[src/design/clt_pkg.sv]
// Types, codes and constants of the command line tokenizer.
`timescale 1ns / 1ps

package clt_pkg;

   localparam int RunMaxDefault     = 255;
   localparam int QueueDepthDefault = 4;
   localparam int MaxRecs           = 4;

   localparam logic [7:0] CharBslash = 8'h5C;
   localparam logic [7:0] CharQuote  = 8'h22;
   localparam logic [7:0] CharSpace  = 8'h20;
   localparam logic [7:0] CharTab    = 8'h09;

   typedef enum logic [2:0] {
      KIND_APPEND   = 3'd0,
      KIND_ARG_END  = 3'd1,
      KIND_DONE     = 3'd2,
      KIND_UNCLOSED = 3'd3,
      KIND_OVERFLOW = 3'd4
   } kind_type;

   typedef struct packed {
      kind_type   kind;
      logic [7:0] byte_value;
      logic [7:0] repeat_count;
      logic       last_result;
   } rec_type;

   // All records caused by one input item.
   typedef struct packed {
      logic [2:0]            rec_count;
      rec_type [MaxRecs-1:0] recs;
   } bundle_type;

   function automatic rec_type mk_rec(kind_type kind, logic [7:0] value, logic [7:0] count);
      rec_type r;
      r.kind         = kind;
      r.byte_value   = value;
      r.repeat_count = count;
      r.last_result  = 1'b0;
      return r;
   endfunction

endpackage

[src/design/clt_front.sv]
// Front end: takes bytes, tracks quoting and backslash runs, builds record bundles.
`timescale 1ns / 1ps

module clt_front import clt_pkg::*; #(
   parameter int RUN_MAX = RunMaxDefault
) (
   input  logic       clock,
   input  logic       reset,
   input  logic       item_accept,
   input  logic [7:0] char_byte,
   input  logic       end_of_command,
   output logic       bundle_valid,
   output bundle_type bundle
);

   localparam logic [7:0] RunLimit = 8'((RUN_MAX > 255) ? 255 : RUN_MAX);

   logic       quoting_ff, quoting_in;
   logic       open_ff, open_in;
   logic [7:0] run_ff, run_in;

   always_comb begin
      logic       handled;
      logic       overflow;
      logic       is_bs;
      logic       is_quote;
      logic       is_blank;
      logic [2:0] n;
      rec_type [MaxRecs-1:0] recs;

      quoting_in = quoting_ff;
      open_in    = open_ff;
      run_in     = run_ff;
      handled    = 1'b0;
      overflow   = 1'b0;
      n          = 3'd0;
      recs       = '0;
      is_bs      = (char_byte == CharBslash);
      is_quote   = (char_byte == CharQuote);
      is_blank   = (char_byte == CharSpace) || (char_byte == CharTab);

      // pending backslash run closed by a non-backslash byte
      if (run_ff != 8'd0 && !is_bs) begin
         if (is_quote) begin
            if (run_ff[7:1] != 7'd0) begin
               recs[n[1:0]] = mk_rec(KIND_APPEND, CharBslash, {1'b0, run_ff[7:1]});
               n = n + 3'd1;
            end
            if (!run_ff[0]) begin
               quoting_in = !quoting_in;
            end else begin
               recs[n[1:0]] = mk_rec(KIND_APPEND, CharQuote, 8'd1);
               n = n + 3'd1;
            end
            handled = 1'b1;
         end else begin
            recs[n[1:0]] = mk_rec(KIND_APPEND, CharBslash, run_ff);
            n = n + 3'd1;
         end
         open_in = 1'b1;
         run_in  = 8'd0;
      end

      if (!handled) begin
         if (!quoting_in && is_blank) begin
            if (open_in) begin
               recs[n[1:0]] = mk_rec(KIND_ARG_END, 8'd0, 8'd0);
               n = n + 3'd1;
               open_in = 1'b0;
            end
         end else if (is_bs) begin
            if (run_in >= RunLimit) begin
               overflow = 1'b1;
            end else begin
               run_in = run_in + 8'd1;
            end
         end else if (is_quote) begin
            quoting_in = !quoting_in;
            open_in    = 1'b1;
         end else begin
            recs[n[1:0]] = mk_rec(KIND_APPEND, char_byte, 8'd1);
            n = n + 3'd1;
            open_in = 1'b1;
         end
      end

      if (overflow) begin
         recs       = '0;
         recs[0]    = mk_rec(KIND_OVERFLOW, 8'd0, 8'd0);
         n          = 3'd1;
         quoting_in = 1'b0;
         open_in    = 1'b0;
         run_in     = 8'd0;
      end else if (end_of_command) begin
         if (run_in != 8'd0) begin
            recs[n[1:0]] = mk_rec(KIND_APPEND, CharBslash, run_in);
            n = n + 3'd1;
            open_in = 1'b1;
         end
         if (quoting_in) begin
            recs[n[1:0]] = mk_rec(KIND_UNCLOSED, 8'd0, 8'd0);
            n = n + 3'd1;
         end else begin
            if (open_in) begin
               recs[n[1:0]] = mk_rec(KIND_ARG_END, 8'd0, 8'd0);
               n = n + 3'd1;
            end
            recs[n[1:0]] = mk_rec(KIND_DONE, 8'd0, 8'd0);
            n = n + 3'd1;
         end
         quoting_in = 1'b0;
         open_in    = 1'b0;
         run_in     = 8'd0;
      end

      if (n != 3'd0) begin
         recs[2'(n - 3'd1)].last_result = 1'b1;
      end

      bundle.rec_count = n;
      bundle.recs      = recs;
      bundle_valid     = item_accept && (n != 3'd0);
   end

   always_ff @(posedge clock) begin
      if (reset) begin
         quoting_ff <= 1'b0;
         open_ff    <= 1'b0;
         run_ff     <= 8'd0;
      end else if (item_accept) begin
         quoting_ff <= quoting_in;
         open_ff    <= open_in;
         run_ff     <= run_in;
      end
   end

endmodule

[src/design/clt_queue.sv]
// Bundle queue between front and back ends.
`timescale 1ns / 1ps

module clt_queue import clt_pkg::*; #(
   parameter int DEPTH = QueueDepthDefault
) (
   input  logic       clock,
   input  logic       reset,
   input  logic       push_valid,
   input  bundle_type push_data,
   output logic       push_ready,
   output logic       pop_valid,
   input  logic       pop_ready,
   output bundle_type pop_data
);

   localparam int AW = (DEPTH > 1) ? $clog2(DEPTH) : 1;
   localparam int CW = $clog2(DEPTH + 1);
   localparam logic [AW-1:0] LastSlot = AW'(DEPTH - 1);
   localparam logic [CW-1:0] Full     = CW'(DEPTH);

   bundle_type        slots_ff [DEPTH];
   logic [AW-1:0]     wr_ptr_ff, wr_ptr_in;
   logic [AW-1:0]     rd_ptr_ff, rd_ptr_in;
   logic [CW-1:0]     count_ff, count_in;
   logic              do_push, do_pop;

   assign push_ready = (count_ff != Full);
   assign pop_valid  = (count_ff != '0);
   assign pop_data   = slots_ff[rd_ptr_ff];
   assign do_push    = push_valid && push_ready;
   assign do_pop     = pop_valid && pop_ready;

   always_comb begin
      wr_ptr_in = wr_ptr_ff;
      rd_ptr_in = rd_ptr_ff;
      count_in  = count_ff;
      if (do_push) begin
         wr_ptr_in = (wr_ptr_ff == LastSlot) ? '0 : wr_ptr_ff + AW'(1);
      end
      if (do_pop) begin
         rd_ptr_in = (rd_ptr_ff == LastSlot) ? '0 : rd_ptr_ff + AW'(1);
      end
      if (do_push && !do_pop) begin
         count_in = count_ff + CW'(1);
      end else if (do_pop && !do_push) begin
         count_in = count_ff - CW'(1);
      end
   end

   always_ff @(posedge clock) begin
      if (reset) begin
         wr_ptr_ff <= '0;
         rd_ptr_ff <= '0;
         count_ff  <= '0;
      end else begin
         wr_ptr_ff <= wr_ptr_in;
         rd_ptr_ff <= rd_ptr_in;
         count_ff  <= count_in;
      end
   end

   always_ff @(posedge clock) begin
      if (do_push) begin
         slots_ff[wr_ptr_ff] <= push_data;
      end
   end

endmodule

[src/design/clt_back.sv]
// Back end: sends the records of the head bundle one item per cycle while rsp_tready is high.
`timescale 1ns / 1ps

module clt_back import clt_pkg::*; (
   input  logic       clock,
   input  logic       reset,
   input  logic       head_valid,
   input  bundle_type head,
   output logic       head_pop,
   output logic       rsp_tvalid,
   input  logic       rsp_tready,
   output logic [2:0] rsp_tuser,
   output logic [15:0] rsp_tdata,
   output logic       rsp_tlast
);

   logic [1:0] sub_ff, sub_in;
   rec_type    cur;
   logic       send;
   logic       final_rec;

   assign cur        = head.recs[sub_ff];
   assign rsp_tvalid = head_valid;
   assign rsp_tuser  = cur.kind;
   assign rsp_tdata  = {cur.repeat_count, cur.byte_value};
   assign rsp_tlast  = cur.last_result;
   assign send       = head_valid && rsp_tready;
   assign final_rec  = ({1'b0, sub_ff} + 3'd1 == head.rec_count);
   assign head_pop   = send && final_rec;

   always_comb begin
      sub_in = sub_ff;
      if (send) begin
         sub_in = final_rec ? 2'd0 : sub_ff + 2'd1;
      end
   end

   always_ff @(posedge clock) begin
      if (reset) begin
         sub_ff <= 2'd0;
      end else begin
         sub_ff <= sub_in;
      end
   end

endmodule

[src/design/command_line_tokenizer.sv]
// Each accepted byte's bundle is registered in the queue; its results leave from the head.
// Throughput: one byte per cycle while the queue has room; a byte that causes several
// results sends them in turn; the bundle queue (QUEUE_DEPTH entries) absorbs such bursts.
// Output: one item per cycle while rsp_tready is high, set by the back-end serialiser.
// Reset: synchronous, clears quoting, argument and run state and empties the queue.
`timescale 1ns / 1ps

module command_line_tokenizer import clt_pkg::*; #(
   parameter int RUN_MAX     = RunMaxDefault,
   parameter int QUEUE_DEPTH = QueueDepthDefault
) (
   input  logic        clock,
   input  logic        reset,
   input  logic        req_tvalid,
   output logic        req_tready,
   input  logic [7:0]  req_tdata,   // [7:0] char_byte
   input  logic        req_tlast,   // end_of_command
   output logic        rsp_tvalid,
   input  logic        rsp_tready,
   output logic [15:0] rsp_tdata,   // [7:0] byte_value, [15:8] repeat_count
   output logic [2:0]  rsp_tuser,   // [2:0] kind
   output logic        rsp_tlast    // last_result
);

   logic       item_accept;
   logic       push_valid;
   bundle_type push_data;
   logic       head_valid;
   bundle_type head;
   logic       head_pop;

   assign item_accept = req_tvalid && req_tready;

   clt_front #(.RUN_MAX(RUN_MAX)) u_front (
      .clock          (clock),
      .reset          (reset),
      .item_accept    (item_accept),
      .char_byte      (req_tdata),
      .end_of_command (req_tlast),
      .bundle_valid   (push_valid),
      .bundle         (push_data)
   );

   clt_queue #(.DEPTH(QUEUE_DEPTH)) u_queue (
      .clock      (clock),
      .reset      (reset),
      .push_valid (push_valid),
      .push_data  (push_data),
      .push_ready (req_tready),
      .pop_valid  (head_valid),
      .pop_ready  (head_pop),
      .pop_data   (head)
   );

   clt_back u_back (
      .clock      (clock),
      .reset      (reset),
      .head_valid (head_valid),
      .head       (head),
      .head_pop   (head_pop),
      .rsp_tvalid (rsp_tvalid),
      .rsp_tready (rsp_tready),
      .rsp_tuser  (rsp_tuser),
      .rsp_tdata  (rsp_tdata),
      .rsp_tlast  (rsp_tlast)
   );

endmodule

[config.mk]
export PLATFORM = sky130hd
export DESIGN_NAME = command_line_tokenizer
export DESIGN_NICKNAME = d
export VERILOG_FILES = /design/src/design/clt_pkg.sv /design/src/design/clt_front.sv /design/src/design/clt_queue.sv /design/src/design/clt_back.sv /design/src/design/command_line_tokenizer.sv
export SDC_FILE = /design/constraint.sdc
export NUM_CORES = 1
export LEC_CHECK = 0
export BUFFER_PORTS_ARGS = -buffer_cell sky130_fd_sc_hd__buf_4
export CAP_MARGIN = 0
export CORE_MARGIN = 4
export CORE_UTILIZATION = 55
export CTS_BUF_LIST = sky130_fd_sc_hd__clkbuf_8
export CTS_CLUSTER_DIAMETER = 50
export DETAILED_ROUTE_END_ITERATION = 10
export HOLD_SLACK_MARGIN = 0.03
export PLACE_DENSITY_LB_ADDON = 0.2
export SLEW_MARGIN = 25
export SYNTH_ARGS = -nofsm -noshare
export SYNTH_HDL_FRONTEND = slang
export SYNTH_SLANG_ARGS = --single-unit
[constraint.sdc]
create_clock -name clock -period 8.5 [get_ports clock]
set_input_delay 2.55 -clock clock [delete_from_list [all_inputs] [get_ports clock]]
set_output_delay 2.55 -clock clock [all_outputs]
set_load 0.005 [all_outputs]
== After elaboration in Yosys (flattened, before gate mapping) ==
Memories as Yosys holds them, arrays and structs flattened. A register that Yosys moved wholly into a read port is not among the register bits.
Index checks and enable logic that the tools add are counted.

* Bits in latches: 0
* Output and inout bits: 22
* Memories kept: 1
* Logic and storage cells: 187
* Register bits: 19
* Bits in read-only memories: 0
* Memory bits (writable): 332
* Input port bits: 13

{| class="wikitable"
|+ Memory list
! name !! words !! width !! read ports !! clocked after Yosys merged registers in !! write ports !! line !! RTL
|-
| u_queue.slots_ff || 4 || 83 || 1 || 1 || 1 || clt_queue.sv:22 || <nowiki>bundle_type slots_ff [DEPTH];</nowiki>
|}

* Divide/modulo/power cells: 0
* $lt $le $gt $ge: 14
* Reductions and logical operators: 28
* Add/subtract/negate cells: 13
* $mul: 0
* Bitwise gates (word level): 15
* Mux-type cells: 101
* Eq/ne operators: 8
* Shift operators: 0

{| class="wikitable"
|+ Operators with widths
! operator !! count
|-
| $mux W80 || 18
|-
| $bwmux W80 || 3
|-
| $demux W20 S2 || 6
|-
| $and A76 B76 Y76 || 3
|-
| $not A76 Y76 || 3
|-
| $mux W20 || 9
|-
| $and A72 B72 Y72 || 1
|-
| $not A72 Y72 || 1
|-
| $and A17 B68 Y68 || 1
|-
| $not A68 Y68 || 1
|-
| $mux W3 || 22
|-
| $mux W60 || 1
|-
| $mux W8 || 7
|-
| $bmux W20 S2 || 1
|-
| $mux W1 || 28
|-
| $lt A2 B3 Y1 const B || 7
|-
| $add A3 B1 Y3 const B || 6
|-
| $eq A8 B6 Y1 const B || 2
|-
| $logic_and A1 B1 Y1 || 16
|-
| $mux W16 || 1
|-
| $reduce_bool A8 Y1 || 2
|-
| $ge A2 B1 Y1 const B || 6
|-
| $or A3 B12 Y12 || 1
|-
| $or A4 B4 Y4 || 3
|-
| other kinds (18) || 30
|}

== Depth between registers and ports, before layout ==
* Depth after elaboration: 33
* Mapped depth: 27
* Mapped depth without buffers: 26

== Hierarchy ==
From an unflattened synthesis, not the netlist that was laid out.

* Cells, all modules: 928
* Area total of the unflattened synthesis: 15,851.5 um2

{| class="wikitable"
|+ Modules (own cells, without submodules)
! module !! area an instance (um2) !! cells each !! times used !! sequential area each (um2)
|-
| clt_queue || 12,428.2 || 481 || 1 || 10,149.7
|-
| clt_front || 2,752.6 || 405 || 1 || 200.2
|-
| clt_back || 664.4 || 41 || 1 || 40.0
|-
| command_line_tokenizer || 6.3 || 1 || 1 || 0.0
|}

== Worst setup path after synthesis ==
OpenSTA, ideal clock, no wires.

* Kind: input -> register
* Start: input port req_tdata[2]
* End: memory u_queue.slots_ff[0][0] in the netlist's numbering, enable pin
* Setup time: 0.403 ns
* Data arrival time: 7.724 ns
* Buffers on the path: 1
* Stages on the path: 19
* Path slack: 0.372 ns
* Required time: 8.097 ns
* Path through: or4_4 or2_2 clkbuf_1 o21ai_0 ha_1 a211oi_1 nand2b_1 ha_1 a21oi_1 ha_1 nand2_1 o21ai_0 ha_1 nand2b_1 a31oi_1 o31ai_1 nor3b_2 o22ai_4 and2_2

* Cells in the longest elaborated chain, start to end: 27
* Elaborated cells on any way between the ends: 62
* Those cells by class: 5 x add/sub; 1 x order compare; 4 x eq/ne; 43 x mux; 9 x reduce/logical

{| class="wikitable"
|+ Ends and longest elaborated chain
! item !! line !! RTL
|-
| from (decl) || command_line_tokenizer.sv:16 || <nowiki>input logic [7:0] req_tdata,</nowiki>
|-
| $eq A8 B7 Y1 || clt_front.sv:38 || <nowiki>is_bs = (char_byte == CharBslash);</nowiki>
|-
| $logic_not A1 Y1 || clt_front.sv:43 || <nowiki>if (run_ff != 8'd0 && !is_bs) begin</nowiki>
|-
| $logic_and A1 B1 Y1 || clt_front.sv:43 ||
|-
| $mux W8 / $mux W3 (equally long branches) || clt_front.sv:43 ||
|-
| $add A8 B1 Y8, or another cell as far along || clt_front.sv:75 || <nowiki>run_in = run_in + 8'd1;</nowiki>
|-
| $mux W8 / $mux W3 (equally long branches) || clt_front.sv:72, clt_front.sv:77 ||
|-
| $mux W8 / $mux W3 (equally long branches) || clt_front.sv:71 || <nowiki>end else if (is_bs) begin</nowiki>
|-
| $mux W8 / $mux W3 (equally long branches) || clt_front.sv:65 || <nowiki>if (!quoting_in && is_blank) begin</nowiki>
|-
| [... 12 more ...] || n/a ||
|-
| $mux W3 || clt_front.sv:94 || <nowiki>end else if (end_of_command) begin</nowiki>
|-
| $mux W3 (*) || clt_front.sv:87 || <nowiki>if (overflow) begin</nowiki>
|-
| $reduce_bool A3 Y1 (*) || clt_front.sv:122 || <nowiki>bundle_valid = item_accept && (n != 3'd0);</nowiki>
|-
| $logic_and A1 B1 Y1 (*) || clt_front.sv:122 ||
|-
| $logic_and A1 B1 Y1 (*) || clt_queue.sv:31 || <nowiki>assign do_push = push_valid && push_ready;</nowiki>
|-
| via u_queue.do_push || clt_queue.sv:26 || <nowiki>logic do_push, do_pop;</nowiki>
|-
| $mux W1 (*) || clt_queue.sv:64 || <nowiki>if (do_push) begin</nowiki>
|-
| $mux W1 (not written as such) (*) || clt_queue.sv:65 || <nowiki>slots_ff[wr_ptr_ff] <= push_data;</nowiki>
|-
| to (decl) || clt_queue.sv:22 ||
|}

Mark *: on every way through the listed nets, which the timed path passes. The rest lies on a longest branch. The select of a mux whose other input is x is not followed.

== Final worst setup path ==
* Start: input port req_tdata[0]
* End: register u_queue.count_ff[2]

* Cells in the longest elaborated chain, start to end: 28
* Elaborated cells on any way between the ends: 65
* Those cells by class: 5 x add/sub; 1 x order compare; 4 x eq/ne; 42 x mux; 13 x reduce/logical

{| class="wikitable"
|+ Ends and longest elaborated chain
! item !! line !! RTL
|-
| $eq A8 B7 Y1 || clt_front.sv:38 ||
|-
| $logic_not A1 Y1 || clt_front.sv:43 ||
|-
| $logic_and A1 B1 Y1 || clt_front.sv:43 ||
|-
| $mux W8 / $mux W3 (equally long branches) || clt_front.sv:43 ||
|-
| $add A8 B1 Y8, or another cell as far along || clt_front.sv:75 ||
|-
| $mux W8 / $mux W3 (equally long branches) || clt_front.sv:72, clt_front.sv:77 ||
|-
| $mux W8 / $mux W3 (equally long branches) || clt_front.sv:71 ||
|-
| $mux W8 / $mux W3 (equally long branches) || clt_front.sv:65 ||
|-
| [... 13 more ...] || n/a ||
|-
| $mux W3 (*) || clt_front.sv:87 ||
|-
| $reduce_bool A3 Y1 (*) || clt_front.sv:122 ||
|-
| $logic_and A1 B1 Y1 (*) || clt_front.sv:122 ||
|-
| $logic_and A1 B1 Y1 (*) || clt_queue.sv:31 ||
|-
| via u_queue.do_push || clt_queue.sv:26 ||
|-
| $logic_not A1 Y1 || clt_queue.sv:46 || <nowiki>end else if (do_pop && !do_push) begin</nowiki>
|-
| $logic_and A1 B1 Y1 || clt_queue.sv:46 ||
|-
| $reduce_bool A2 Y1 (no line) || n/a ||
|-
| to (signal assigned) || clt_queue.sv:59 || <nowiki>count_ff <= count_in;</nowiki>
|-
| to (decl) || clt_queue.sv:25 || <nowiki>logic [CW-1:0] count_ff, count_in;</nowiki>
|}

Marked as above.
A chain may end at the register's enable or synchronous reset.

==> results.yml <==
final_layout:
  multi_input_area_mm2: 0.004755
  syn_to_final_growth_pct: 11.30
  final_nets: 1035
  seq_area_mm2: 0.01004
  drive_gt1_frac: 0.2413
  diodes: 0
  fillerInstances: 1959
floorplanning:
  rows: 60
  die_area_mm2: 0.03014
  die_w_um: 173.6
  initial_core_util: 0.5597
  die_h_um: 173.6
  core_area_mm2: 0.02695
  io_pins: 35
timing:
  drv_slew: 0
  finalHoldViolations: 0
  worstMarginPinSlew_ns: 0.9232
  fmax_mhz: 127.7
  min_period_ns: 7.831
  slew_headroom: 0.3846
  finalSetupTns_ns: 0
  fin_skew_ns: 0.01521
  finalSetupViolCount: 0
  timing.final.crit_share: 0.9213
  rsz0062_at_grt: "no"
critical_path:
  timing.critical_path.required_ns: 9.00
  end_kind: "flop"
  worstSetupPathType: "in2reg"
  cp_max_fo: 8
  reg2reg_slack_ns: 2.21
  crit_arrival_ns: 8.33
  ff2ff_path_depth: 24
  start_kind: "input port"
drt:
  wl_per_cell_um: 22.99
  wirelength_mm: 31.66
  dr.pass1.iters: 5
  drc: 0
  ant_nets: 0
  vias_per_cell: 6.086
  drt_iter0_drc: 884
  vias: 8381
cts:
  path_clk_slew_ns: 0.06
  cts_resized: 0
  cts_setup_buffers: 0
  cts-htree-levels: 2
  cts_buffers: 53
  cts_tree: "yes"
  clk_path_buf_depth: 3
  root_buffer: "clkbuf_8"
  postCtsHoldBufs: 0
  clkLatencyLatePin_ns: 0.58
  cts.sinks: 341
power_and_ir_drop:
  vdd_drop_max_uv: 166.9
  power_density_mw_per_mm2: 246.1
  p_sw_frac: 0.2512
  internal_power_mw: 3.094
  pwr-share-clk: 0.291
  leakage_nw: 5.693
  power.switching_mw: 1.038
  finalPower_mw: 4.132
  p_seq_frac: 0.519
  power_frac_comb: 0.190
synthesis:
  synth_cell_types: 71
  ys_async_sr_fraction: 0
  syn_nets: 963
  synth_edf_count: 320
  yosysTopAreaCellShare: 0.6370
  ys_ff_latch: 341
  ys_top_cells_by_count: "edfxtp_1 (320), mux4_2 (99), nor2_1 (77), nand2_1 (76), a21oi_1 (49)"
  synth_top_cell_by_area: "edfxtp_1"
  synthTopCellsByArea: "edfxtp_1 (64%), mux4_2 (15%), dfxtp_1 (2.8%)"
  seq_area_frac_synth: 0.6648
  synth_warnings: 0
  synth_area_mm2: 0.01509
  synthCells: 923
  ys.flop_type: "edfxtp_1"
  synth_most_common_cell: "edfxtp_1"
  postSynthAreaPerCell_um2: 16.34
global_route:
  grt_pass1_vias: 8857
  grt_max_degree: 81
  overflow: 0
  grt_first_pass_wirelength_mm: 49.96
  track_usage: 0.2122
  antenna_found_initial: 0
placed_design:
  io_buffers: 34
  dpl.hpwl_mm: 20.08
  routabilityCongestion: 0.9444
min_path:
  holdPathStages: 2
  hold_path_class: "reg2reg"
job:
  drv_cap: 0
outcome:
  status: "complete, no violations"
==> cells by family after synthesis <==
kind of cell,after synthesis,synth area share
xor gates and xnor gates,10,0.005805
DFF,341,0.6648
muxes,107,0.1534
buffers and inverters,71,0.02032
AOI/OAI and AO/OA,124,0.05391
and+or+nand+nor,243,0.07879
adders and majority gates,27,0.02289
==> worst paths after layout <==
| check | endpoint | start |
|---|---|---|
| worst max register to register | u_queue.count_ff[2]$_SDFFE_PP0P_ | u_front.run_ff[4]$_SDFFE_PP0P_ |
| worst min-delay path | flop | u_queue.rd_ptr_ff[0]$_SDFFE_PP0P_ |
| worst max-delay path | u_queue.count_ff[2]$_SDFFE_PP0P_ | req_tdata[0] |
| worst min register to register | flop | u_queue.rd_ptr_ff[0]$_SDFFE_PP0P_ |
==> through the flow <==
stage               worst slack [ns]  cell area (um2)  utilization  instances  hold WS [ns]
floorplan                     0.3723            15090            -        923        0.4596
global placement              0.3013            15850       0.5882       1281        0.4666
detailed placement            0.1602            15850       0.5882       1281        0.4754
CTS                           0.7310            16790       0.6230       1377        0.4894
global route                  0.3267            16790       0.6230       1377        0.5403
finish                        0.6693            16790       0.6230       1377        0.4880
==> worst max-delay path, stage by stage <==
cell and delay (ns):
buf_4 0.14, or4bb_1 0.59, or2_2 0.32, o21ai_0 0.32
ha_1 0.34, a211oi_1 0.30, nand2b_1 0.23, ha_1 0.25
a21oi_1 0.24, ha_1 0.29, nand2_1 0.06, o21ai_0 0.16
ha_1 0.33, nand2b_1 0.14, a31oi_1 0.16, o31ai_1 0.15
nor3b_2 0.21, o22ai_4 0.27, ha_1 0.25, inv_1 0.06
fa_1 0.37, xor2_1 0.16, or3_1 0.30, a21oi_1 0.14
==> layout by cell type, fill, tap and decap left out, drive strengths merged, types with 5 or more instances in the layout <==
cell type,n
clkbuf,53
dfxtp,21
nand3,13
inv,57
nand2,76
clkinv,7
a211oi,5
and3,5
or3,6
a22oi,7
nor2,77
mux4,99
mux2i,7
buf,63
o211ai,5
edfxtp,320
o21ai,21
a21oi,49
nor3,10
and2,23
xor2,6
a31oi,8
nand2b,8
ha,26
==> sequential cells by signal, summed over array words and instances, names as in the netlist, named ones only <==
register / cells
u_back.sub_ff: 2
u_queue.rd_ptr_ff: 2
u_queue.slots_ff: 320
u_front.quoting_ff: 1
u_front.open_ff: 1
u_front.run_ff: 8
u_queue.wr_ptr_ff: 2
u_queue.count_ff: 3
==> layout make-up <==
type	count	area share
Sequential cell	341	0.5979
Timing Repair Buffer	63	0.03190
Tap cell	341	0.02541
Inverter	25	0.005738
Clock buffer	53	0.04345
Multi-Input combinational cell	511	0.2832
Clock inverter	43	0.01244
==> metal layers <==
layer | part of all wire | GRT usage | up-vias | wire, um
li1 | - | - | 3785 | -
met1 | 0.44 | 0.3061 | 4287 | 13830
met2 | 0.49 | 0.3468 | 261 | 15550
met3 | 0.054 | 0.03446 | 48 | 1700
met4 | 0.018 | 0.05114 | 0 | 578
met5 | 0 | 0 | - | 0
==> power by group through the flow <==
stage / registers [mW] / logic (mW) / clock network, mW
2_1_floorplan: 2.11 / 0.568 / 0
3_3_place_gp: 2.17 / 0.802 / 0
3_5_place_dp: 2.18 / 0.805 / 0
4_1_cts: 2.15 / 0.808 / 1.23
5_1_grt: 2.17 / 0.857 / 1.32
6_report: 2.14 / 0.787 / 1.20
Note: power is estimated with default switching activity, not from simulation.
